<file path="config.mk">
export PLATFORM = sky130hd
export DESIGN_NAME = disk_scan_seek_timer_core_flat
export DESIGN_NICKNAME = d
export VERILOG_FILES = /design/src/dsst_pkg.sv /design/src/dsst_ifs.sv /design/src/dsst_front.sv /design/src/dsst_queue.sv /design/src/dsst_back.sv /design/src/disk_scan_seek_timer_core.sv /design/src/flat_wrapper.sv
export SDC_FILE = /design/constraint.sdc
export NUM_CORES = 1
export LEC_CHECK = 0
export BUFFER_PORTS_ARGS = -buffer_cell sky130_fd_sc_hd__buf_4
export CAP_MARGIN = 10
export CORE_MARGIN = 2
export CORE_UTILIZATION = 50
export CTS_CLUSTER_SIZE = 12
export DETAILED_ROUTE_END_ITERATION = 16
export MAX_ROUTING_LAYER = met4
export PLACE_DENSITY = 0.71
export SYNTH_ARGS = -nofsm -noshare
export SYNTH_HDL_FRONTEND = slang
export SYNTH_SLANG_ARGS = --single-unit
</file>
<file path="constraint.sdc">
create_clock -name clk -period 18.06 [get_ports clk]
set_input_delay 1.806 -clock clk [delete_from_list [all_inputs] [get_ports clk]]
set_output_delay 1.806 -clock clk [all_outputs]
set_load 0.05 [all_outputs]
</file>
<file path="src/dsst_pkg.sv">
// ============================================================================
// Disk scan seek timer package
// Shared widths, codes, types and the restoring-division step.
// ============================================================================
package dsst_pkg;

    // Field widths
    localparam int REQ_W      = 11;
    localparam int TIME_W     = 32;
    localparam int TRK_W      = 5;
    localparam int SEC_W      = 7;
    localparam int NT_W       = 6;
    localparam int NS_W       = 7;
    localparam int DLY_W      = 16;
    localparam int INC_W      = 8;
    localparam int STATUS_W   = 2;
    localparam int CFG_IDX_W  = 3;
    localparam int CFG_DATA_W = 16;

    // Parameter defaults
    localparam int DEFAULT_MAX_TRACKS  = 32;
    localparam int DEFAULT_MAX_SECTORS = 64;

    // Largest sector count the seven-bit register can hold
    localparam int SEC_REG_MAX = 127;

    // Result count limit per request
    localparam int RESULT_CAP = 64;
    localparam int CNT_W      = 6;

    // Queue between the front and the back
    localparam int QUEUE_DEPTH = 2;
    localparam int QPTR_W      = 1;
    localparam int QCNT_W      = 2;

    // Result status codes
    localparam logic [STATUS_W-1:0] ST_MOVED   = 2'd0;
    localparam logic [STATUS_W-1:0] ST_ALREADY = 2'd1;
    localparam logic [STATUS_W-1:0] ST_RANGE   = 2'd2;

    // Register indexes
    localparam logic [CFG_IDX_W-1:0] REG_NUM_TRACKS       = 3'd0;
    localparam logic [CFG_IDX_W-1:0] REG_NUM_SECTORS      = 3'd1;
    localparam logic [CFG_IDX_W-1:0] REG_TRACK_DELAY      = 3'd2;
    localparam logic [CFG_IDX_W-1:0] REG_SECTOR_DELAY     = 3'd3;
    localparam logic [CFG_IDX_W-1:0] REG_SECTOR_INCREMENT = 3'd4;

    // Effective configuration seen by the front and the back
    typedef struct packed {
        logic [NT_W-1:0]  tracks;
        logic [NS_W-1:0]  secs;
        logic [DLY_W-1:0] trk_step_time;
        logic [DLY_W-1:0] sector_delay;
        logic [INC_W-1:0] inc_raw;
    } cfg_t;

    // Classified request handed from the front to the back
    typedef struct packed {
        logic [REQ_W-1:0] req;
        logic [TRK_W-1:0] ttrack;
        logic [SEC_W-1:0] tsec;
        logic [SEC_W-1:0] inc;
        logic             out_of_range;
    } cmd_t;

    // One restoring-division step: shift in one dividend bit and subtract
    // the divisor when it fits. Returns the quotient bit over the remainder.
    function automatic logic [SEC_W:0] div_step(
        input logic [SEC_W-1:0] rem,
        input logic             bit_in,
        input logic [NS_W-1:0]  d
    );
        logic [SEC_W:0] trial;
        logic [SEC_W:0] diff;
        trial = {rem, bit_in};
        diff  = trial - {1'b0, d};
        if (trial >= {1'b0, d}) begin
            return {1'b1, diff[SEC_W-1:0]};
        end
        return {1'b0, trial[SEC_W-1:0]};
    endfunction

endpackage

</file>
<file path="src/dsst_ifs.sv">
// ============================================================================
// Disk scan seek timer channel interfaces
// Request, result and configuration channels with valid/ready handshakes.
// ============================================================================

// Request channel: one linear sector number per request
interface dsst_req_if import dsst_pkg::*; ();
    logic             valid;
    logic             ready;
    logic [REQ_W-1:0] sector_request;

    modport source (output valid, output sector_request, input ready);
    modport sink (input valid, input sector_request, output ready);
endinterface

// Result channel: one visited position per result, one or more per request
interface dsst_res_if import dsst_pkg::*; ();
    logic                valid;
    logic                ready;
    logic [REQ_W-1:0]    visited_position;
    logic [TIME_W-1:0]   elapsed_time;
    logic [STATUS_W-1:0] status;
    logic                last;

    modport source (output valid, output visited_position, output elapsed_time,
                    output status, output last, input ready);
    modport sink (input valid, input visited_position, input elapsed_time,
                  input status, input last, output ready);
endinterface

// Configuration write channel
interface dsst_cfg_if import dsst_pkg::*; ();
    logic                  valid;
    logic                  ready;
    logic [CFG_IDX_W-1:0]  index;
    logic [CFG_DATA_W-1:0] data;

    modport source (output valid, output index, output data, input ready);
    modport sink (input valid, input index, input data, output ready);
endinterface

</file>
<file path="src/dsst_front.sv">
// ============================================================================
// Disk scan seek timer front
// Accepts a request and splits it into track and sector with a bit-serial
// divider, reduces the sector increment alongside, and queues the result.
// ============================================================================
module dsst_front import dsst_pkg::*; (
    input  logic          clk,
    input  logic          rst_n,
    dsst_req_if.sink      req,
    input  cfg_t          cfg,
    output logic          q_valid,
    input  logic          q_ready,
    output cmd_t          q_data
);

    localparam int BIT_W = $clog2(REQ_W);

    localparam logic [1:0] FS_IDLE = 2'd0;
    localparam logic [1:0] FS_DIV  = 2'd1;
    localparam logic [1:0] FS_PUSH = 2'd2;

    logic [1:0]       state_reg, state_next;
    logic [REQ_W-1:0] req_reg, req_next;
    logic [REQ_W-1:0] quot_reg, quot_next;
    logic [SEC_W-1:0] div_rem_reg, div_rem_next;
    logic [SEC_W-1:0] inc_rem_reg, inc_rem_next;
    logic [BIT_W-1:0] bit_idx_reg, bit_idx_next;

    logic [REQ_W-1:0] inc_ext;
    logic [SEC_W:0]   step_div;
    logic [SEC_W:0]   step_inc;

    // Both remainders share one bit counter; the increment is zero-extended.
    assign inc_ext  = {{(REQ_W-INC_W){1'b0}}, cfg.inc_raw};
    assign step_div = div_step(div_rem_reg, req_reg[bit_idx_reg], cfg.secs);
    assign step_inc = div_step(inc_rem_reg, inc_ext[bit_idx_reg], cfg.secs);

    assign req.ready = (state_reg == FS_IDLE);

    // Classified request toward the queue
    assign q_valid             = (state_reg == FS_PUSH);
    assign q_data.req          = req_reg;
    assign q_data.ttrack       = quot_reg[TRK_W-1:0];
    assign q_data.tsec         = div_rem_reg;
    assign q_data.inc          = inc_rem_reg;
    assign q_data.out_of_range = (quot_reg >= {{(REQ_W-NT_W){1'b0}}, cfg.tracks});

    // Sequencer: accept, divide one bit per cycle, push
    always_comb
    begin
        state_next   = state_reg;
        req_next     = req_reg;
        quot_next    = quot_reg;
        div_rem_next = div_rem_reg;
        inc_rem_next = inc_rem_reg;
        bit_idx_next = bit_idx_reg;
        unique case (state_reg)
            FS_IDLE:
            begin
                if (req.valid)
                begin
                    req_next     = req.sector_request;
                    quot_next    = '0;
                    div_rem_next = '0;
                    inc_rem_next = '0;
                    bit_idx_next = BIT_W'(REQ_W - 1);
                    state_next   = FS_DIV;
                end
            end
            FS_DIV:
            begin
                quot_next    = {quot_reg[REQ_W-2:0], step_div[SEC_W]};
                div_rem_next = step_div[SEC_W-1:0];
                inc_rem_next = step_inc[SEC_W-1:0];
                if (bit_idx_reg == '0)
                begin
                    state_next = FS_PUSH;
                end
                else
                begin
                    bit_idx_next = bit_idx_reg - 1'b1;
                end
            end
            FS_PUSH:
            begin
                if (q_ready)
                begin
                    state_next = FS_IDLE;
                end
            end
            default:
            begin
                state_next = FS_IDLE;
            end
        endcase
    end

    // Control state
    always_ff @(posedge clk or negedge rst_n)
    begin
        if (!rst_n)
        begin
            state_reg   <= FS_IDLE;
            bit_idx_reg <= '0;
        end
        else
        begin
            state_reg   <= state_next;
            bit_idx_reg <= bit_idx_next;
        end
    end

    // Datapath registers
    always_ff @(posedge clk)
    begin
        req_reg     <= req_next;
        quot_reg    <= quot_next;
        div_rem_reg <= div_rem_next;
        inc_rem_reg <= inc_rem_next;
    end

endmodule

</file>
<file path="src/dsst_queue.sv">
// ============================================================================
// Disk scan seek timer queue
// Short first-in first-out buffer of classified requests.
// ============================================================================
module dsst_queue import dsst_pkg::*; (
    input  logic clk,
    input  logic rst_n,
    input  logic push_valid,
    output logic push_ready,
    input  cmd_t push_data,
    output logic pop_valid,
    input  logic pop_ready,
    output cmd_t pop_data
);

    cmd_t              slot_reg [QUEUE_DEPTH];
    logic [QPTR_W-1:0] wr_ptr_reg;
    logic [QPTR_W-1:0] rd_ptr_reg;
    logic [QCNT_W-1:0] count_reg;

    logic do_push;
    logic do_pop;

    assign push_ready = (count_reg != QCNT_W'(QUEUE_DEPTH));
    assign pop_valid  = (count_reg != '0);
    assign pop_data   = slot_reg[rd_ptr_reg];
    assign do_push    = push_valid && push_ready;
    assign do_pop     = pop_valid && pop_ready;

    // Storage
    always_ff @(posedge clk)
    begin
        if (do_push)
        begin
            slot_reg[wr_ptr_reg] <= push_data;
        end
    end

    // Pointers and fill count
    always_ff @(posedge clk or negedge rst_n)
    begin
        if (!rst_n)
        begin
            wr_ptr_reg <= '0;
            rd_ptr_reg <= '0;
            count_reg  <= '0;
        end
        else
        begin
            if (do_push)
            begin
                wr_ptr_reg <= wr_ptr_reg + 1'b1;
            end
            if (do_pop)
            begin
                rd_ptr_reg <= rd_ptr_reg + 1'b1;
            end
            if (do_push && !do_pop)
            begin
                count_reg <= count_reg + 1'b1;
            end
            else if (do_pop && !do_push)
            begin
                count_reg <= count_reg - 1'b1;
            end
        end
    end

endmodule

</file>
<file path="src/dsst_back.sv">
// ============================================================================
// Disk scan seek timer back
// Holds the head, walks it track by track under the sweep policy, performs
// the final rotation and drives the registered result channel.
// ============================================================================
module dsst_back import dsst_pkg::*; (
    input  logic          clk,
    input  logic          rst_n,
    input  cfg_t          cfg,
    input  logic          q_valid,
    output logic          q_ready,
    input  cmd_t          q_data,
    dsst_res_if.source    res
);

    localparam int NBIT_W = $clog2(SEC_W);
    localparam int PROD_W = SEC_W + DLY_W;

    localparam logic [2:0] BS_IDLE     = 3'd0;
    localparam logic [2:0] BS_NORM     = 3'd1;
    localparam logic [2:0] BS_CHECK    = 3'd2;
    localparam logic [2:0] BS_WALK     = 3'd3;
    localparam logic [2:0] BS_ROT_MUL  = 3'd4;
    localparam logic [2:0] BS_ROT_EMIT = 3'd5;

    logic [2:0]          state_reg, state_next;
    cmd_t                cmd_reg, cmd_next;
    logic [TRK_W-1:0]    head_track_reg, head_track_next;
    logic [SEC_W-1:0]    head_sector_reg, head_sector_next;
    logic                sweep_up_reg, sweep_up_next;
    logic [TIME_W-1:0]   time_reg, time_next;
    logic [CNT_W-1:0]    cnt_reg, cnt_next;
    logic [NBIT_W-1:0]   bit_reg, bit_next;
    logic [SEC_W-1:0]    rem_reg, rem_next;
    logic [PROD_W-1:0]   prod_reg, prod_next;

    logic                res_valid_reg, res_valid_next;
    logic [REQ_W-1:0]    pos_reg;
    logic [TIME_W-1:0]   time_out_reg;
    logic [STATUS_W-1:0] status_reg;
    logic                last_reg;

    logic                emit;
    logic [REQ_W-1:0]    emit_pos;
    logic [TIME_W-1:0]   emit_time;
    logic [STATUS_W-1:0] emit_status;
    logic                emit_last;
    logic                out_free;

    logic [SEC_W:0]      norm_step;
    logic [NT_W-1:0]     tracks_m1;
    logic                step_down;
    logic [TRK_W-1:0]    step_track;
    logic [SEC_W:0]      sec_sum;
    logic [SEC_W-1:0]    step_sector;
    logic [TIME_W-1:0]   step_time;
    logic                step_last;
    logic [SEC_W-1:0]    rot_span;

    // Linear position, kept to the width of the result field
    function automatic logic [REQ_W-1:0] lin_pos(
        input logic [TRK_W-1:0] trk,
        input logic [SEC_W-1:0] sec,
        input logic [NS_W-1:0]  secs
    );
        logic [TRK_W+NS_W-1:0] full;
        full = {{NS_W{1'b0}}, trk} * {{TRK_W{1'b0}}, secs}
             + {{TRK_W{1'b0}}, sec};
        return full[REQ_W-1:0];
    endfunction

    assign out_free = !res_valid_reg || res.ready;
    assign q_ready  = (state_reg == BS_IDLE);

    // Reduction of a stale head sector after a sector count change
    assign norm_step = div_step(rem_reg, head_sector_reg[bit_reg], cfg.secs);

    // One track step: reverse at either edge, rotate by the increment
    assign tracks_m1   = cfg.tracks - 1'b1;
    assign step_down   = sweep_up_reg ? ({1'b0, head_track_reg} >= tracks_m1)
                                      : (head_track_reg != '0);
    assign step_track  = step_down ? head_track_reg - 1'b1 : head_track_reg + 1'b1;
    assign sec_sum     = {1'b0, head_sector_reg} + {1'b0, cmd_reg.inc};
    assign step_sector = (sec_sum >= {1'b0, cfg.secs})
                       ? SEC_W'(sec_sum - {1'b0, cfg.secs}) : sec_sum[SEC_W-1:0];
    assign step_time   = time_reg + {{(TIME_W-DLY_W){1'b0}}, cfg.trk_step_time};
    assign step_last   = ((step_track == cmd_reg.ttrack) && (step_sector == cmd_reg.tsec))
                       || (cnt_reg == CNT_W'(RESULT_CAP - 1));

    // Forward rotation distance to the target sector
    assign rot_span = (cmd_reg.tsec >= head_sector_reg)
                    ? cmd_reg.tsec - head_sector_reg
                    : cmd_reg.tsec + cfg.secs - head_sector_reg;

    // Sequencer for one request
    always_comb
    begin
        state_next       = state_reg;
        cmd_next         = cmd_reg;
        head_track_next  = head_track_reg;
        head_sector_next = head_sector_reg;
        sweep_up_next    = sweep_up_reg;
        time_next        = time_reg;
        cnt_next         = cnt_reg;
        bit_next         = bit_reg;
        rem_next         = rem_reg;
        prod_next        = prod_reg;
        emit             = 1'b0;
        emit_pos         = lin_pos(head_track_reg, head_sector_reg, cfg.secs);
        emit_time        = '0;
        emit_status      = ST_MOVED;
        emit_last        = 1'b1;
        unique case (state_reg)
            BS_IDLE:
            begin
                if (q_valid)
                begin
                    cmd_next = q_data;
                    rem_next = '0;
                    bit_next = NBIT_W'(SEC_W - 1);
                    if (head_sector_reg >= cfg.secs)
                    begin
                        state_next = BS_NORM;
                    end
                    else
                    begin
                        state_next = BS_CHECK;
                    end
                end
            end
            BS_NORM:
            begin
                rem_next = norm_step[SEC_W-1:0];
                if (bit_reg == '0)
                begin
                    head_sector_next = norm_step[SEC_W-1:0];
                    state_next       = BS_CHECK;
                end
                else
                begin
                    bit_next = bit_reg - 1'b1;
                end
            end
            BS_CHECK:
            begin
                if (cmd_reg.out_of_range)
                begin
                    // Out of range: report the head, change nothing
                    if (out_free)
                    begin
                        emit        = 1'b1;
                        emit_status = ST_RANGE;
                        state_next  = BS_IDLE;
                    end
                end
                else if ((cmd_reg.ttrack == head_track_reg) &&
                         (cmd_reg.tsec == head_sector_reg))
                begin
                    // Already there: a single result at the request itself
                    if (out_free)
                    begin
                        emit        = 1'b1;
                        emit_pos    = cmd_reg.req;
                        emit_status = ST_ALREADY;
                        time_next   = '0;
                        state_next  = BS_IDLE;
                    end
                end
                else
                begin
                    time_next = '0;
                    cnt_next  = '0;
                    if (cmd_reg.ttrack != head_track_reg)
                    begin
                        state_next = BS_WALK;
                    end
                    else
                    begin
                        state_next = BS_ROT_MUL;
                    end
                end
            end
            BS_WALK:
            begin
                if (out_free)
                begin
                    emit             = 1'b1;
                    emit_pos         = lin_pos(step_track, step_sector, cfg.secs);
                    emit_time        = step_time;
                    emit_last        = step_last;
                    head_track_next  = step_track;
                    head_sector_next = step_sector;
                    sweep_up_next    = !step_down;
                    time_next        = step_time;
                    cnt_next         = cnt_reg + 1'b1;
                    if (step_last)
                    begin
                        state_next = BS_IDLE;
                    end
                    else if (step_track == cmd_reg.ttrack)
                    begin
                        state_next = BS_ROT_MUL;
                    end
                end
            end
            BS_ROT_MUL:
            begin
                prod_next  = {{DLY_W{1'b0}}, rot_span} * {{SEC_W{1'b0}}, cfg.sector_delay};
                state_next = BS_ROT_EMIT;
            end
            BS_ROT_EMIT:
            begin
                if (out_free)
                begin
                    emit             = 1'b1;
                    emit_time        = time_reg + {{(TIME_W-PROD_W){1'b0}}, prod_reg};
                    emit_pos         = lin_pos(head_track_reg, cmd_reg.tsec, cfg.secs);
                    time_next        = emit_time;
                    head_sector_next = cmd_reg.tsec;
                    state_next       = BS_IDLE;
                end
            end
            default:
            begin
                state_next = BS_IDLE;
            end
        endcase
    end

    // Output register valid: set on a new result, cleared when taken
    always_comb
    begin
        if (emit)
        begin
            res_valid_next = 1'b1;
        end
        else if (res.ready)
        begin
            res_valid_next = 1'b0;
        end
        else
        begin
            res_valid_next = res_valid_reg;
        end
    end

    // Control state and head state
    always_ff @(posedge clk or negedge rst_n)
    begin
        if (!rst_n)
        begin
            state_reg       <= BS_IDLE;
            head_track_reg  <= '0;
            head_sector_reg <= '0;
            sweep_up_reg    <= 1'b1;
            time_reg        <= '0;
            cnt_reg         <= '0;
            bit_reg         <= '0;
            res_valid_reg   <= 1'b0;
        end
        else
        begin
            state_reg       <= state_next;
            head_track_reg  <= head_track_next;
            head_sector_reg <= head_sector_next;
            sweep_up_reg    <= sweep_up_next;
            time_reg        <= time_next;
            cnt_reg         <= cnt_next;
            bit_reg         <= bit_next;
            res_valid_reg   <= res_valid_next;
        end
    end

    // Datapath and result payload registers
    always_ff @(posedge clk)
    begin
        cmd_reg  <= cmd_next;
        rem_reg  <= rem_next;
        prod_reg <= prod_next;
        if (emit)
        begin
            pos_reg      <= emit_pos;
            time_out_reg <= emit_time;
            status_reg   <= emit_status;
            last_reg     <= emit_last;
        end
    end

    assign res.valid            = res_valid_reg;
    assign res.visited_position = pos_reg;
    assign res.elapsed_time     = time_out_reg;
    assign res.status           = status_reg;
    assign res.last             = last_reg;

`ifndef NO_ASSERTIONS
    // Once reduced, the head sector stays below the sector count while moving.
    a_sector_reduced: assert property (@(posedge clk) disable iff (!rst_n)
        (state_reg == BS_WALK || state_reg == BS_ROT_MUL || state_reg == BS_ROT_EMIT)
        |-> (head_sector_reg < cfg.secs))
        else $error("head sector not reduced below the sector count");

    // The final rotation only starts on the target track.
    a_rotate_on_target: assert property (@(posedge clk) disable iff (!rst_n)
        (state_reg == BS_ROT_MUL || state_reg == BS_ROT_EMIT)
        |-> (head_track_reg == cmd_reg.ttrack))
        else $error("rotation started off the target track");

    // An out-of-range request never moves the head.
    a_no_walk_out_of_range: assert property (@(posedge clk) disable iff (!rst_n)
        (state_reg == BS_WALK) |-> !cmd_reg.out_of_range)
        else $error("head walking for an out-of-range request");

    // Single-result outcomes always close the request.
    a_single_result_last: assert property (@(posedge clk) disable iff (!rst_n)
        (res_valid_reg && (status_reg != ST_MOVED)) |-> last_reg)
        else $error("status result without last");
`endif

endmodule

</file>
<file path="src/disk_scan_seek_timer_core.sv">
// ============================================================================
// Disk scan seek timer core
// Elevator-policy disk head model: splits each sector request, walks the
// head track by track and reports every visited position with its time.
// ============================================================================
// Each request is split into track and sector by an eleven-step bit-serial
// divider in the front: a request enters a two-entry queue from the push
// state once the division is done, and the front takes no new request
// until it has pushed the last one. The back then picks it up, classifies
// it (first reducing the head sector if the sector count was lowered since
// the head last moved), emits one result per track step, and performs the
// final rotation, which includes one registered multiply. At the default
// geometry a seek walks at most 61 tracks. Short seeks run at the pace of
// the front, long seeks at the pace of the back. Results leave through an
// output register and wait there while the sink stalls; the queue lets the
// front split the next request meanwhile. Configuration writes are always
// taken and must only be made while no request is in flight.
module disk_scan_seek_timer_core import dsst_pkg::*; #(
    parameter int MAX_TRACKS  = DEFAULT_MAX_TRACKS,
    parameter int MAX_SECTORS = DEFAULT_MAX_SECTORS
) (
    input  logic        clk,
    input  logic        rst_n,
    dsst_req_if.sink    req,
    dsst_res_if.source  res,
    dsst_cfg_if.sink    cfg
);

    // The seven-bit sector register caps the effective sector count as well.
    localparam int SEC_CLAMP = (MAX_SECTORS > SEC_REG_MAX) ? SEC_REG_MAX : MAX_SECTORS;

    logic [NT_W-1:0]  num_tracks_reg;
    logic [NS_W-1:0]  num_sectors_reg;
    logic [DLY_W-1:0] trk_step_time_reg;
    logic [DLY_W-1:0] sector_delay_reg;
    logic [INC_W-1:0] sector_increment_reg;

    cfg_t cfg_eff;
    logic q_valid;
    logic q_ready;
    cmd_t q_push_data;
    logic b_valid;
    logic b_ready;
    cmd_t b_data;

    assign cfg.ready = 1'b1;

    // Configuration registers
    always_ff @(posedge clk or negedge rst_n)
    begin
        if (!rst_n)
        begin
            num_tracks_reg       <= NT_W'(32);
            num_sectors_reg      <= NS_W'(64);
            trk_step_time_reg    <= DLY_W'(256);
            sector_delay_reg     <= DLY_W'(16);
            sector_increment_reg <= INC_W'(16);
        end
        else if (cfg.valid)
        begin
            unique case (cfg.index)
                REG_NUM_TRACKS:       num_tracks_reg       <= cfg.data[NT_W-1:0];
                REG_NUM_SECTORS:      num_sectors_reg      <= cfg.data[NS_W-1:0];
                REG_TRACK_DELAY:      trk_step_time_reg    <= cfg.data[DLY_W-1:0];
                REG_SECTOR_DELAY:     sector_delay_reg     <= cfg.data[DLY_W-1:0];
                REG_SECTOR_INCREMENT: sector_increment_reg <= cfg.data[INC_W-1:0];
                default:
                begin
                end
            endcase
        end
    end

    // Effective geometry: saturate both counts into their legal ranges
    always_comb
    begin
        if (num_tracks_reg == '0)
        begin
            cfg_eff.tracks = NT_W'(1);
        end
        else if (num_tracks_reg > NT_W'(MAX_TRACKS))
        begin
            cfg_eff.tracks = NT_W'(MAX_TRACKS);
        end
        else
        begin
            cfg_eff.tracks = num_tracks_reg;
        end
        if (num_sectors_reg == '0)
        begin
            cfg_eff.secs = NS_W'(1);
        end
        else if (num_sectors_reg > NS_W'(SEC_CLAMP))
        begin
            cfg_eff.secs = NS_W'(SEC_CLAMP);
        end
        else
        begin
            cfg_eff.secs = num_sectors_reg;
        end
        cfg_eff.trk_step_time = trk_step_time_reg;
        cfg_eff.sector_delay  = sector_delay_reg;
        cfg_eff.inc_raw       = sector_increment_reg;
    end

    dsst_front u_front (
        .clk     (clk),
        .rst_n   (rst_n),
        .req     (req),
        .cfg     (cfg_eff),
        .q_valid (q_valid),
        .q_ready (q_ready),
        .q_data  (q_push_data)
    );

    dsst_queue u_queue (
        .clk        (clk),
        .rst_n      (rst_n),
        .push_valid (q_valid),
        .push_ready (q_ready),
        .push_data  (q_push_data),
        .pop_valid  (b_valid),
        .pop_ready  (b_ready),
        .pop_data   (b_data)
    );

    dsst_back u_back (
        .clk     (clk),
        .rst_n   (rst_n),
        .cfg     (cfg_eff),
        .q_valid (b_valid),
        .q_ready (b_ready),
        .q_data  (b_data),
        .res     (res)
    );

endmodule
</file>
<file path="src/flat_wrapper.sv">
// flat-port wrapper written by rule: the top's interface ports become plain ports
module disk_scan_seek_timer_core_flat import dsst_pkg::*;
#(
    parameter int MAX_TRACKS  = DEFAULT_MAX_TRACKS,
    parameter int MAX_SECTORS = DEFAULT_MAX_SECTORS
)
  (clk, rst_n, req_valid, req_sector_request, req_ready, res_valid, res_visited_position, res_elapsed_time, res_status, res_last, res_ready, cfg_valid, cfg_index, cfg_data, cfg_ready);
  dsst_req_if req_i ();
  dsst_res_if res_i ();
  dsst_cfg_if cfg_i ();
  input  logic clk;
  input  logic rst_n;
  input wire logic [$bits(req_i.valid)-1:0] req_valid;
  input wire logic [$bits(req_i.sector_request)-1:0] req_sector_request;
  output wire logic [$bits(req_i.ready)-1:0] req_ready;
  output wire logic [$bits(res_i.valid)-1:0] res_valid;
  output wire logic [$bits(res_i.visited_position)-1:0] res_visited_position;
  output wire logic [$bits(res_i.elapsed_time)-1:0] res_elapsed_time;
  output wire logic [$bits(res_i.status)-1:0] res_status;
  output wire logic [$bits(res_i.last)-1:0] res_last;
  input wire logic [$bits(res_i.ready)-1:0] res_ready;
  input wire logic [$bits(cfg_i.valid)-1:0] cfg_valid;
  input wire logic [$bits(cfg_i.index)-1:0] cfg_index;
  input wire logic [$bits(cfg_i.data)-1:0] cfg_data;
  output wire logic [$bits(cfg_i.ready)-1:0] cfg_ready;
  assign req_i.valid = req_valid;
  assign req_i.sector_request = req_sector_request;
  assign req_ready = req_i.ready;
  assign res_valid = res_i.valid;
  assign res_visited_position = res_i.visited_position;
  assign res_elapsed_time = res_i.elapsed_time;
  assign res_status = res_i.status;
  assign res_last = res_i.last;
  assign res_i.ready = res_ready;
  assign cfg_i.valid = cfg_valid;
  assign cfg_i.index = cfg_index;
  assign cfg_i.data = cfg_data;
  assign cfg_ready = cfg_i.ready;
  disk_scan_seek_timer_core #(.MAX_TRACKS(MAX_TRACKS), .MAX_SECTORS(MAX_SECTORS)) u_core (.clk(clk), .rst_n(rst_n), .req(req_i), .res(res_i), .cfg(cfg_i));
endmodule
</file>
## After elaboration in Yosys (flattened, before gate mapping)

Memories as Yosys holds them, arrays and structs flattened. A register that Yosys moved wholly into a read port is not among the register bits.
Index checks and enable logic that the tools add are counted.

- Bits in registers: 233
- RAM bits: 62
- Input bits: 35
- Output and inout port bits: 49
- Memories kept: 1

Memories:

| memory | words | bits a word | read ports | clocked after memory_dff | write ports | RTL line | text |
|---|---|---|---|---|---|---|---|
| u_core.u_queue.slot_reg | 2 | 31 | 1 | 1 | 1 | dsst_queue.sv:16 | `cmd_t slot_reg [QUEUE_DEPTH];` |

- $add $sub $neg: 23
- $mul: 3
- $lt $le $gt $ge: 12
- Equal/unequal tests: 31
- Multiplexer cells: 88
- Reduce and logical (&&, ||, !) cells: 46

Operators with widths:

| cell | count |
|---|---|
| 32-bit two-way mux | 7 |
| 32-bit one-hot mux with 3 select lines | 1 |
| 7-bit two-way mux | 13 |
| 11-bit two-way mux | 6 |
| 32-bit one-hot mux with 2 select lines | 1 |
| 7-bit one-hot mux with 2 select lines | 3 |
| 7-bit subtractor | 6 |
| 11-bit by 7-bit adder with 11-bit output | 3 |
| 3-bit two-way mux | 11 |
| 11-bit one-hot mux with 3 select lines | 1 |
| 32-bit by 16-bit adder with 32-bit output | 1 |
| 32-bit by 23-bit adder with 32-bit output | 1 |
| 8-bit by 7-bit greater-or-equal comparator with 1-bit output | 4 |
| 6-bit two-way mux | 5 |
| 7-bit by 16-bit multiplier with 23-bit output | 1 |
| 5-bit by 7-bit multiplier with 11-bit output | 2 |
| 2-bit inequality test (second input constant) | 11 |
| 11-bit one-hot mux with 2 select lines | 1 |
| 7-bit one-hot mux with 3 select lines | 1 |
| 2-bit AND reduction | 10 |
| 3-bit one-hot mux with 6 select lines | 1 |
| 1-bit two-way mux | 16 |
| 2-bit two-way mux | 8 |
| 8-bit two-way mux | 2 |
| 53 further kinds | 87 |

## Logic depth before layout (Yosys ltp)

Gate-level depths: netlist of run 1.

- Word-level depth: 13
- Gate-level depth with buffers: 33
- Mapped depth without buffers: 32

## By module

A second synthesis of run 1 with hierarchy kept.

- Cell total of the unflattened synthesis: 2370
- Area total of the unflattened synthesis: 24669.9 µm²

By module, submodules not included:

| module | instances | cells each | area each (µm²) | sequential area each (µm²) |
|---|---|---|---|---|
| dsst_back | 1 | 1871 | 17206.5 | 4665.7 |
| dsst_front | 1 | 249 | 2726.4 | 1231.2 |
| dsst_queue | 1 | 115 | 2587.5 | 1961.9 |
| disk_scan_seek_timer_core | 1 | 135 | 2149.6 | 1332.5 |

## Least setup slack after synthesis of run 1

No wires, ideal clock.

- Path type: reg2reg
- Start: register u_core.num_sectors_reg[6]
- End: register u_core.u_back.prod_reg[22] (data pin)
- Library setup time: 260 ps
- Arrival time: 7673 ps
- Data required time: 17800 ps
- Path slack: 10127 ps
- Cell stages (with the launch flop): 33
- Period minus slack after synthesis: 7933 ps
- Cells stage by stage: dfstp_2 > clkbuf_1 > clkinv_1 > o21a_1 > ha_1 > inv_1 > ha_1 > fa_1 > a21oi_1 > nor2_1 > nor2_1 > o21bai_1 > a21oi_1 > xnor2_1 > or3b_2 > o211a_1 > clkbuf_1 > o21ai_0 > fa_1 > fa_1 > fa_1 > inv_1 > fa_1 > ha_1 > o21ai_0 > nor2_1 > nor4_1 > o31a_1 > a211o_1 > o21ai_0 > nand2_1 > a21oi_1 > xnor2_1

- Cells in the longest elaborated chain, start to end: 7

RTL lines:

| item | RTL line | text |
|---|---|---|
| from (decl) | disk_scan_seek_timer_core.sv:33 | `logic [NS_W-1:0] num_sectors_reg;` |
| from (signal assigned) | disk_scan_seek_timer_core.sv:63 | `REG_NUM_SECTORS: num_sectors_reg <= cfg.data[NS_W-1:0];` |
| 7-bit greater-than comparator | disk_scan_seek_timer_core.sv:93 | `else if (num_sectors_reg > NS_W'(SEC_CLAMP))` |
| 7-bit two-way mux | disk_scan_seek_timer_core.sv:93 |  |
| 7-bit two-way mux * | disk_scan_seek_timer_core.sv:89 | `if (num_sectors_reg == '0)` |
| 7-bit adder * | dsst_back.sv:93 | `: cmd_reg.tsec + cfg.secs - head_sector_reg;` |
| 7-bit subtractor * | dsst_back.sv:93 |  |
| 7-bit two-way mux * | dsst_back.sv:92 | `? cmd_reg.tsec - head_sector_reg` |
| 7-bit by 16-bit multiplier with 23-bit output * | dsst_back.sv:208 | `prod_next = {{DLY_W{1'b0}}, rot_span} * {{SEC_W{1'b0}}, cfg.sector_delay};` |
| to (signal assigned) | dsst_back.sv:279 | `prod_reg <= prod_next;` |
| to (decl) | dsst_back.sv:35 | `logic [PROD_W-1:0] prod_reg, prod_next;` |

Every way passes the cells marked *; elsewhere a longest branch is shown, timed or not.
A chain may end at the register's enable or synchronous reset.

## Worst setup path after layout of run 1

- Start: register u_core.num_sectors_reg[6]
- End: register u_core.u_back.prod_reg[21] (data pin)

Same word-level chain as after synthesis.

==> results.txt, run 1 <==
----------------------------------------------------
[Setup path]
  Setup Crit Path Kind ... reg -> reg
  Flop-to-flop setup slack ... 9.24 ns
  Endpoint kind of the worst setup timing path ... flop
  Delay of the slowest critical-path stage ... 0.72 ns
  Startpoint types ... flop
  Critical Path Slowest Stage Cell ... nand2_1
  Cell depth of the worst flop-to-flop path ... 26
  Critical path's most frequent cell ... fa_1
  Worst endpoint data arrival time ... 9.12 ns
  Reg2Reg Capture Point ... u_core.u_back.prod_reg[21]
  Required @ worst endpoint ... 18.36 ns
  Crit-path max FO ... 13
  Startpoint of the most critical register-to-register path ... u_core.num_sectors_reg[6]

[CTS]
  H-tree lvl count ... 2
  Clock-pin slew of the registers on the worst-case setup and hold paths ... 0.07 ns
  Clock latency on the worst-skew pair ... 0.57 ns
  Clk sink count ... 326
  Number of buffers inserted to repair setup after CTS ... 0
  Bufs on Longest Clock Path ... 3
  Count of instances resized after the clock tree is built ... 0
  TritonCTS clock tree ... built
  Hold Buf Count CTS ... 0
  Cell chosen for the clock root ... clkbuf_16
  Total CTS buffers ... 39

[Finish]
  Max reg flops ... 62
  Number of nets in the final layout ... 2805
  Fraction of layout cells with a size suffix above 1 ... 0.120
  Area added between synthesis and finish ... 10.5%
  Diode insertion count for antenna repair ... 0

[Placement]
  Post-detailed-placement half-perimeter wirelength ... 49.1 mm
  Pre-CTS setup slack ... 9.35 ns
  RePlAce Congestion ... 0.986
  Number of port buffers ... 82

[GRT]
  Wire length of the first global-routing pass ... 104 mm
  Antenna violations before repair ... 0
  Maximum number of pins on one net before global-route repair ... 64
  Global route total overflow ... 0
  Global-route total usage across every layer ... 0.275
  Vias in the first global route ... 18.5k

[STA]
  Min cycle time layout ... 8.82 ns
  Setup repair after global routing missed its margin ... no
  Count of final max-slew check failures ... 0
  Clock Skew ... 0.0259 ns
  Maximum frequency from static timing analysis ... 0.113 GHz
  Final sum of negative setup slack ... 0 ns
  Transition time at the pin with the least slew margin ... 1.21 ns
  Final setup slack of the worst path ... 9.24 ns
  Final hold violations ... 0
  Final Cycle Share ... 0.488
  Worst relative slew slack ... 0.188
  Number of setup violations in the final report ... 0

[Logic synthesis]
  Mean cell area of the mapped netlist ... 10.2 sq um
  Dominant cell type by area after synthesis ... edfxtp_1
  Most frequently used flop master after synthesis ... edfxtp_1
  Share of the synthesized area in the top cell type ... 0.254
  Summed instance area of the synthesized netlist ... 24200 sq um
  Synth warnings ... 0
  Net Count, Synth ... 2732
  Cells taking the most area after synthesis ... edfxtp_1, dfrtp_1, ha_1
  Number of standard cells after synthesis ... 2368
  Fraction of synthesis flops using an asynchronous set or reset pin ... 0.371
  Netlist cell types ... 92
  Synth Register Bits ... 326
  Number of enable flip-flop cells after synthesis ... 205
  Share of synthesized area occupied by flip-flops and latches ... 0.380

[Detailed routing]
  Final ANT Viol Nets ... 0
  Average via count per standard cell ... 5.97
  # DRC ... 0
  Initial detailed-routing violation count ... 1580
  Post-Route WL ... 65.4 mm
  WL per Instance ... 21.2 microns
  Length of the first detailed-routing pass in iterations ... 5
  Number of vias after detailed routing ... 18.4k

[Die]
  Number of placement rows ... 80
  Chip height ... 224 microns
  Core Box Area ... 47700 sq um
  Die extent in x ... 224 microns
  Top-level I/O count ... 84
  Initial core utilization ... 0.507
  Die Area ... 50200 sq um

[Worst hold path]
  Endpoint of the worst hold path ... u_core.u_queue.slot_reg[1][25]
  Hold path cells ... 0
  Worst min-delay path class ... reg -> reg
  Beginning of the worst hold path ... u_core.u_front.req_reg[5]

[Status]
  Outcome ... completed

[Job]
  Number of max-cap violations ... 0

----------------------------------------------------
worst max-delay path, delay by kind of cell, from the launching register on:
family / cells / cell delay, ns
DFF: 1 / 0.65
and+or+nand+nor: 4 / 1.42
AOI/OAI and AO/OA: 10 / 2.61
xor gates and xnor gates: 2 / 0.26
adders and majority gates: 7 / 3.02
buffers and inverters: 3 / 0.59
cells in the final DEF (no fill, tap or decap), types with 9 or more instances in the layout:
master       n
a211oi_1    25
a21boi_0     9
a21o_1      48
a21oi_1    133
a22oi_1     18
a31oi_1     15
and2_1      53
and3_1      12
buf_4      101
clkbuf_1    10
clkbuf_16   40
dfrtp_1    115
edfxtp_1   205
fa_1       121
ha_1       208
inv_1      203
mux2_2      90
mux2i_1     11
nand2_1    183
nand2b_1    26
nand3_1     47
nand4_1     12
nor2_1     215
nor2b_1     32
nor3_1      43
nor4_1      14
o21a_1      17
o21ai_0    131
o21bai_1    11
o22ai_1     17
or3_1       12
xnor2_1     80
xor2_1      45
layer usage:
metal | vias to the layer above | global-route usage | part of all wire
met4 | 0 | 0.0871 | 0.031
met2 | 684 | 0.407 | 0.43
li1 | 8523 | - | -
met5 | - | - | 0
met1 | 9082 | 0.389 | 0.46
met3 | 127 | 0.0425 | 0.075
area by class of cell:
| type | count | area (sq um) |
|---|---|---|
| clock buffers | 52 | 1070 |
| clock inverters | 17 | 218 |
| fillers | 4095 | 21000 |
| inverters | 206 | 773 |
| multi-input cells | 1766 | 14000 |
| flip-flops and latches | 326 | 9190 |
| well taps | 615 | 769 |
| repair buffers | 102 | 769 |
cell families after synthesis:
family / count (synthesis) / synth area share
buf+inv: 276 / 0.0444
mux: 107 / 0.0517
simple gates: 681 / 0.132
xor+xnor: 127 / 0.0470
compound gates: 521 / 0.138
fa+ha+maj: 329 / 0.208
other cells: 1 / 0.000155
flops: 326 / 0.380
how the worst max path moves through the flow:
stage / startpoint / end / slack (ns) / depth (start not counted)
floorplan: u_core.num_sectors_reg[6] / u_core.u_back.prod_reg[22] / 10.13 / 32
global placement: u_core.num_sectors_reg[6] / u_core.u_back.prod_reg[21] / 9.60 / 29
detailed placement: u_core.num_sectors_reg[6] / u_core.u_back.prod_reg[21] / 9.35 / 26
CTS: u_core.num_sectors_reg[6] / u_core.u_back.prod_reg[21] / 9.29 / 26
global route: u_core.num_sectors_reg[6] / u_core.u_back.prod_reg[15] / 8.61 / 27
finish: u_core.num_sectors_reg[6] / u_core.u_back.prod_reg[21] / 9.24 / 26
per-stage QoR:
| step | instance area (sq um) | cells | hold WS (ns) | util |
|---|---|---|---|---|
| after detailed placement | 25500 | 3012 | 0.465 | 0.533 |
| after floorplan | 24200 | 2368 | 0.439 | - |
| after global routing | 26800 | 3084 | 0.505 | 0.560 |
| after CTS | 26700 | 3081 | 0.481 | 0.560 |
| after global placement | 25500 | 3012 | 0.457 | 0.533 |
| final | 26800 | 3084 | 0.483 | 0.560 |
cells in the mapped netlist, drive strengths merged, types with 4 or more instances:
cell / n
edfxtp: 205
and2: 57
nand2b: 26
dfrtp: 115
and3: 12
a211oi: 25
nor3: 43
xor2: 46
a21boi: 11
mux2: 91
nor3b: 7
nor2b: 34
inv: 204
nand3: 47
a21o: 48
a211o: 4
o221ai: 7
nand2: 184
o21a: 17
buf: 16
fa: 121
nor4: 15
xnor2: 81
mux2i: 11
a31oi: 15
clkbuf: 54
a22oi: 18
o31a: 5
mux4: 5
ha: 208
dfstp: 6
a21oi: 134
or3: 12
o31ai: 13
o21bai: 11
nor2: 218
or2: 5
o41ai: 5
o21ai: 141
o211ai: 7
a221oi: 8
o22ai: 17
nand4: 12
Power of run 1 is not shown: default switching activity piles up to over one toggle a cycle in this logic, so the estimate is an artifact.
==> inputs of run 2 (changes only) <==
--- a/config.mk
+++ b/config.mk
@@ -12,7 +12,7 @@
 export CTS_CLUSTER_SIZE = 12
 export DETAILED_ROUTE_END_ITERATION = 16
 export MAX_ROUTING_LAYER = met4
-export PLACE_DENSITY = 0.71
+export PLACE_DENSITY = 0.74
 export SYNTH_ARGS = -nofsm -noshare
 export SYNTH_HDL_FRONTEND = slang
 export SYNTH_SLANG_ARGS = --single-unit
==> constraint.sdc (replaced) <==
create_clock -name clk -period 7.6 [get_ports clk]
set_input_delay 0.76 -clock clk [delete_from_list [all_inputs] [get_ports clk]]
set_output_delay 0.76 -clock clk [all_outputs]
set_load 0.05 [all_outputs]
==> run 2 against run 1 <==
- design area grew 3.3%
- global-route usage shrank 0.055 points
- routed wire length grew 1.7%
- maximum frequency grew 20%
- critical path type unchanged
- flip-flop and latch count is the same
- count of clock-buffer cells in the layout grew 5
- highest routed layer unchanged
- first-iteration DRC count grew 22%
- via count grew 2.3%
==> results.txt, run 2 (synthesis gave the netlist of run 1 again) <==
----------------------------------------------------
[Setup path]
  Critical Path Slowest Stage Cell ... fa_1
  Setup Crit Path Kind ... reg -> reg
  Endpoint kind of the worst setup timing path ... flop
  Required @ worst endpoint ... 7.90 ns (-10.46 ns)
  Critical path's most frequent cell ... fa_1
  Flop-to-flop setup slack ... 0.23 ns (-9.01 ns)
  Reg2Reg Capture Point ... u_core.u_back.prod_reg[15]
  Delay of the slowest critical-path stage ... 0.56 ns (-0.16 ns)
  Cell depth of the worst flop-to-flop path ... 32 (+23%)
  Critical Path End ... u_core.u_back.prod_reg[15]
  Startpoint of the most critical register-to-register path ... u_core.num_sectors_reg[2]
  Critical path startpoint ... u_core.num_sectors_reg[2]
  Worst endpoint data arrival time ... 7.67 ns (-1.45 ns)
  Startpoint types ... flop
  Crit-path max FO ... 11 (-2)

[STA]
  Setup repair after global routing missed its margin ... yes
  Worst relative slew slack ... 0.172 (-0.0156)
  Final setup slack of the worst path ... 0.232 ns (-9.01 ns)
  Final Cycle Share ... 0.970 (+0.481)
  Maximum frequency from static timing analysis ... 0.136 GHz (+20%)
  Final hold violations ... 0 (unchanged)
  Min cycle time layout ... 7.37 ns (-1.45 ns)
  Transition time at the pin with the least slew margin ... 1.24 ns (+0.0307 ns)
  Clock Skew ... 0.0346 ns (+0.00874 ns)
  Number of setup violations in the final report ... 0 (unchanged)
  Count of final max-slew check failures ... 0 (unchanged)

[Finish]
  Max reg flops ... 62 (unchanged)
  Fraction of layout cells with a size suffix above 1 ... 0.165 (+0.0451)
  Post-route insts no fill ... 3156 (+2.3%)
  Commonest non-fill, non-tap cells in the layout ... nor2_1, edfxtp_1, inv_1, ha_1, nand2_1
  Number of nets in the final layout ... 2874 (+2.5%)
  Most common cell after layout, fill and taps aside ... nor2_1
  Number of filler cells placed in the layout ... 3906 (-4.6%)
  Area added between synthesis and finish ... 14.2%
  Cell area after layout ... 27600 sq um (+3.3%)

[Status]
  Outcome ... completed

[Detailed routing]
  Length of the first detailed-routing pass in iterations ... 6 (+1)
  Initial detailed-routing violation count ... 1935 (+22%)
  WL per Instance ... 21.1 microns (-0.63%)
  # DRC ... 0 (unchanged)
  Final ANT Viol Nets ... 0 (unchanged)
  Average via count per standard cell ... 5.97 (about the same)
  Post-Route WL ... 66.5 mm (+1.7%)
  Number of vias after detailed routing ... 18.8k (+2.3%)

[CTS]
  H-tree lvl count ... 2 (unchanged)
  TritonCTS clock tree ... built
  Total CTS buffers ... 38 (-2.6%)
  Clock latency on the worst-skew pair ... 0.56 ns (about the same)
  Clock-pin slew of the registers on the worst-case setup and hold paths ... 0.07 ns (about the same)
  Bufs on Longest Clock Path ... 3 (unchanged)
  Hold Buf Count CTS ... 0 (unchanged)
  Clk sink count ... 326 (unchanged)
  Cell chosen for the clock root ... clkbuf_16

[Die]
  Number of placement rows ... 80 (unchanged)
  Initial core utilization ... 0.507 (unchanged)
  Die Area ... 50200 sq um (unchanged)
  Core Box Area ... 47700 sq um (unchanged)
  Die extent in x ... 224 microns (unchanged)
  Top-level I/O count ... 84 (unchanged)
  Chip height ... 224 microns (unchanged)

[Worst hold path]
  Worst min-delay path class ... in -> async

[Placement]
  Pre-CTS setup slack ... -0.190 ns (-9.54 ns)
  RePlAce Congestion ... 0.954 (-3.2%)
  Instance area at placement ... 25900 sq um (+1.8%)
  Number of port buffers ... 82 (unchanged)
  Placed cell count ... 3072 (+2.0%)
  Post-detailed-placement half-perimeter wirelength ... 50.0 mm (+1.8%)

[GRT]
  Global-route total usage across every layer ... 0.274 (-0.000553)
  Global route total overflow ... 0 (unchanged)
  Wire length of the first global-routing pass ... 103 mm (-0.20%)
  Antenna violations before repair ... 2 (+2)
  Maximum number of pins on one net before global-route repair ... 64 (unchanged)
  Vias in the first global route ... 18.5k (-0.19%)

[Job]
  Number of max-cap violations ... 0 (unchanged)

----------------------------------------------------
## run 2: how the worst min path moves through the flow
stage          cells after the start                       from                              to
2_1_floorplan                      0  u_core.u_front.req_reg[2]  u_core.u_queue.slot_reg[0][22]
3_3_place_gp                       0  u_core.u_front.req_reg[2]  u_core.u_queue.slot_reg[0][22]
3_5_place_dp                       0  u_core.u_front.req_reg[9]  u_core.u_queue.slot_reg[1][29]
4_1_cts                            1                      rst_n    u_core.trk_step_time_reg[14]
5_1_grt                            1                      rst_n    u_core.trk_step_time_reg[15]
6_report                           1                      rst_n    u_core.trk_step_time_reg[14]
## run 2: layout make-up
type,instances,area [sq um],area share
multi-input cells,1766,14300,0.517
flip-flops and latches,326,9190,0.333
repair buffers,172,1340,0.0484
clock buffers,57,1110,0.0400
inverters,206,774,0.0280
well taps,615,769,0.0278
clock inverters,13,154,0.00557
diodes,1,2.50,0.0000906
## run 2: metal layers
layer,share of wire,track usage,wire (microns)
met1,0.45,0.390,30000
met2,0.44,0.408,29400
met3,0.076,0.0379,5070
met4,0.032,0.0862,2100
met5,0,-,0
## run 2: timing repair
item                       in CTS  in global routing
setup buffers                   0                 10
setup endpoints to repair       8                 12
gates resized for setup         7                 73
gates cloned                    0                  2
pin swaps                       0                 48
## run 2: stage by stage
step | setup TNS (ns) | util | hold slack [ns]
final | 0 | 0.579 | 0.189
after global routing | -0.297 | 0.579 | 0.239
after CTS | 0 | 0.569 | 0.214
after detailed placement | -0.973 | 0.543 | 0.464
after global placement | 0 | 0.543 | 0.448
after floorplan | 0 | - | 0.439
## run 2: critical path, delay by kind of cell, from the launching register on
kind                       cells  cell delay [ns]
xor gates and xnor gates       2             0.19
buffers and inverters          5             0.52
adders and majority gates      8             2.80
and+or+nand+nor                6             1.43
DFF                            1             0.39
AOI/OAI and AO/OA             11             1.80
Power of run 2 is left out for the same reason.
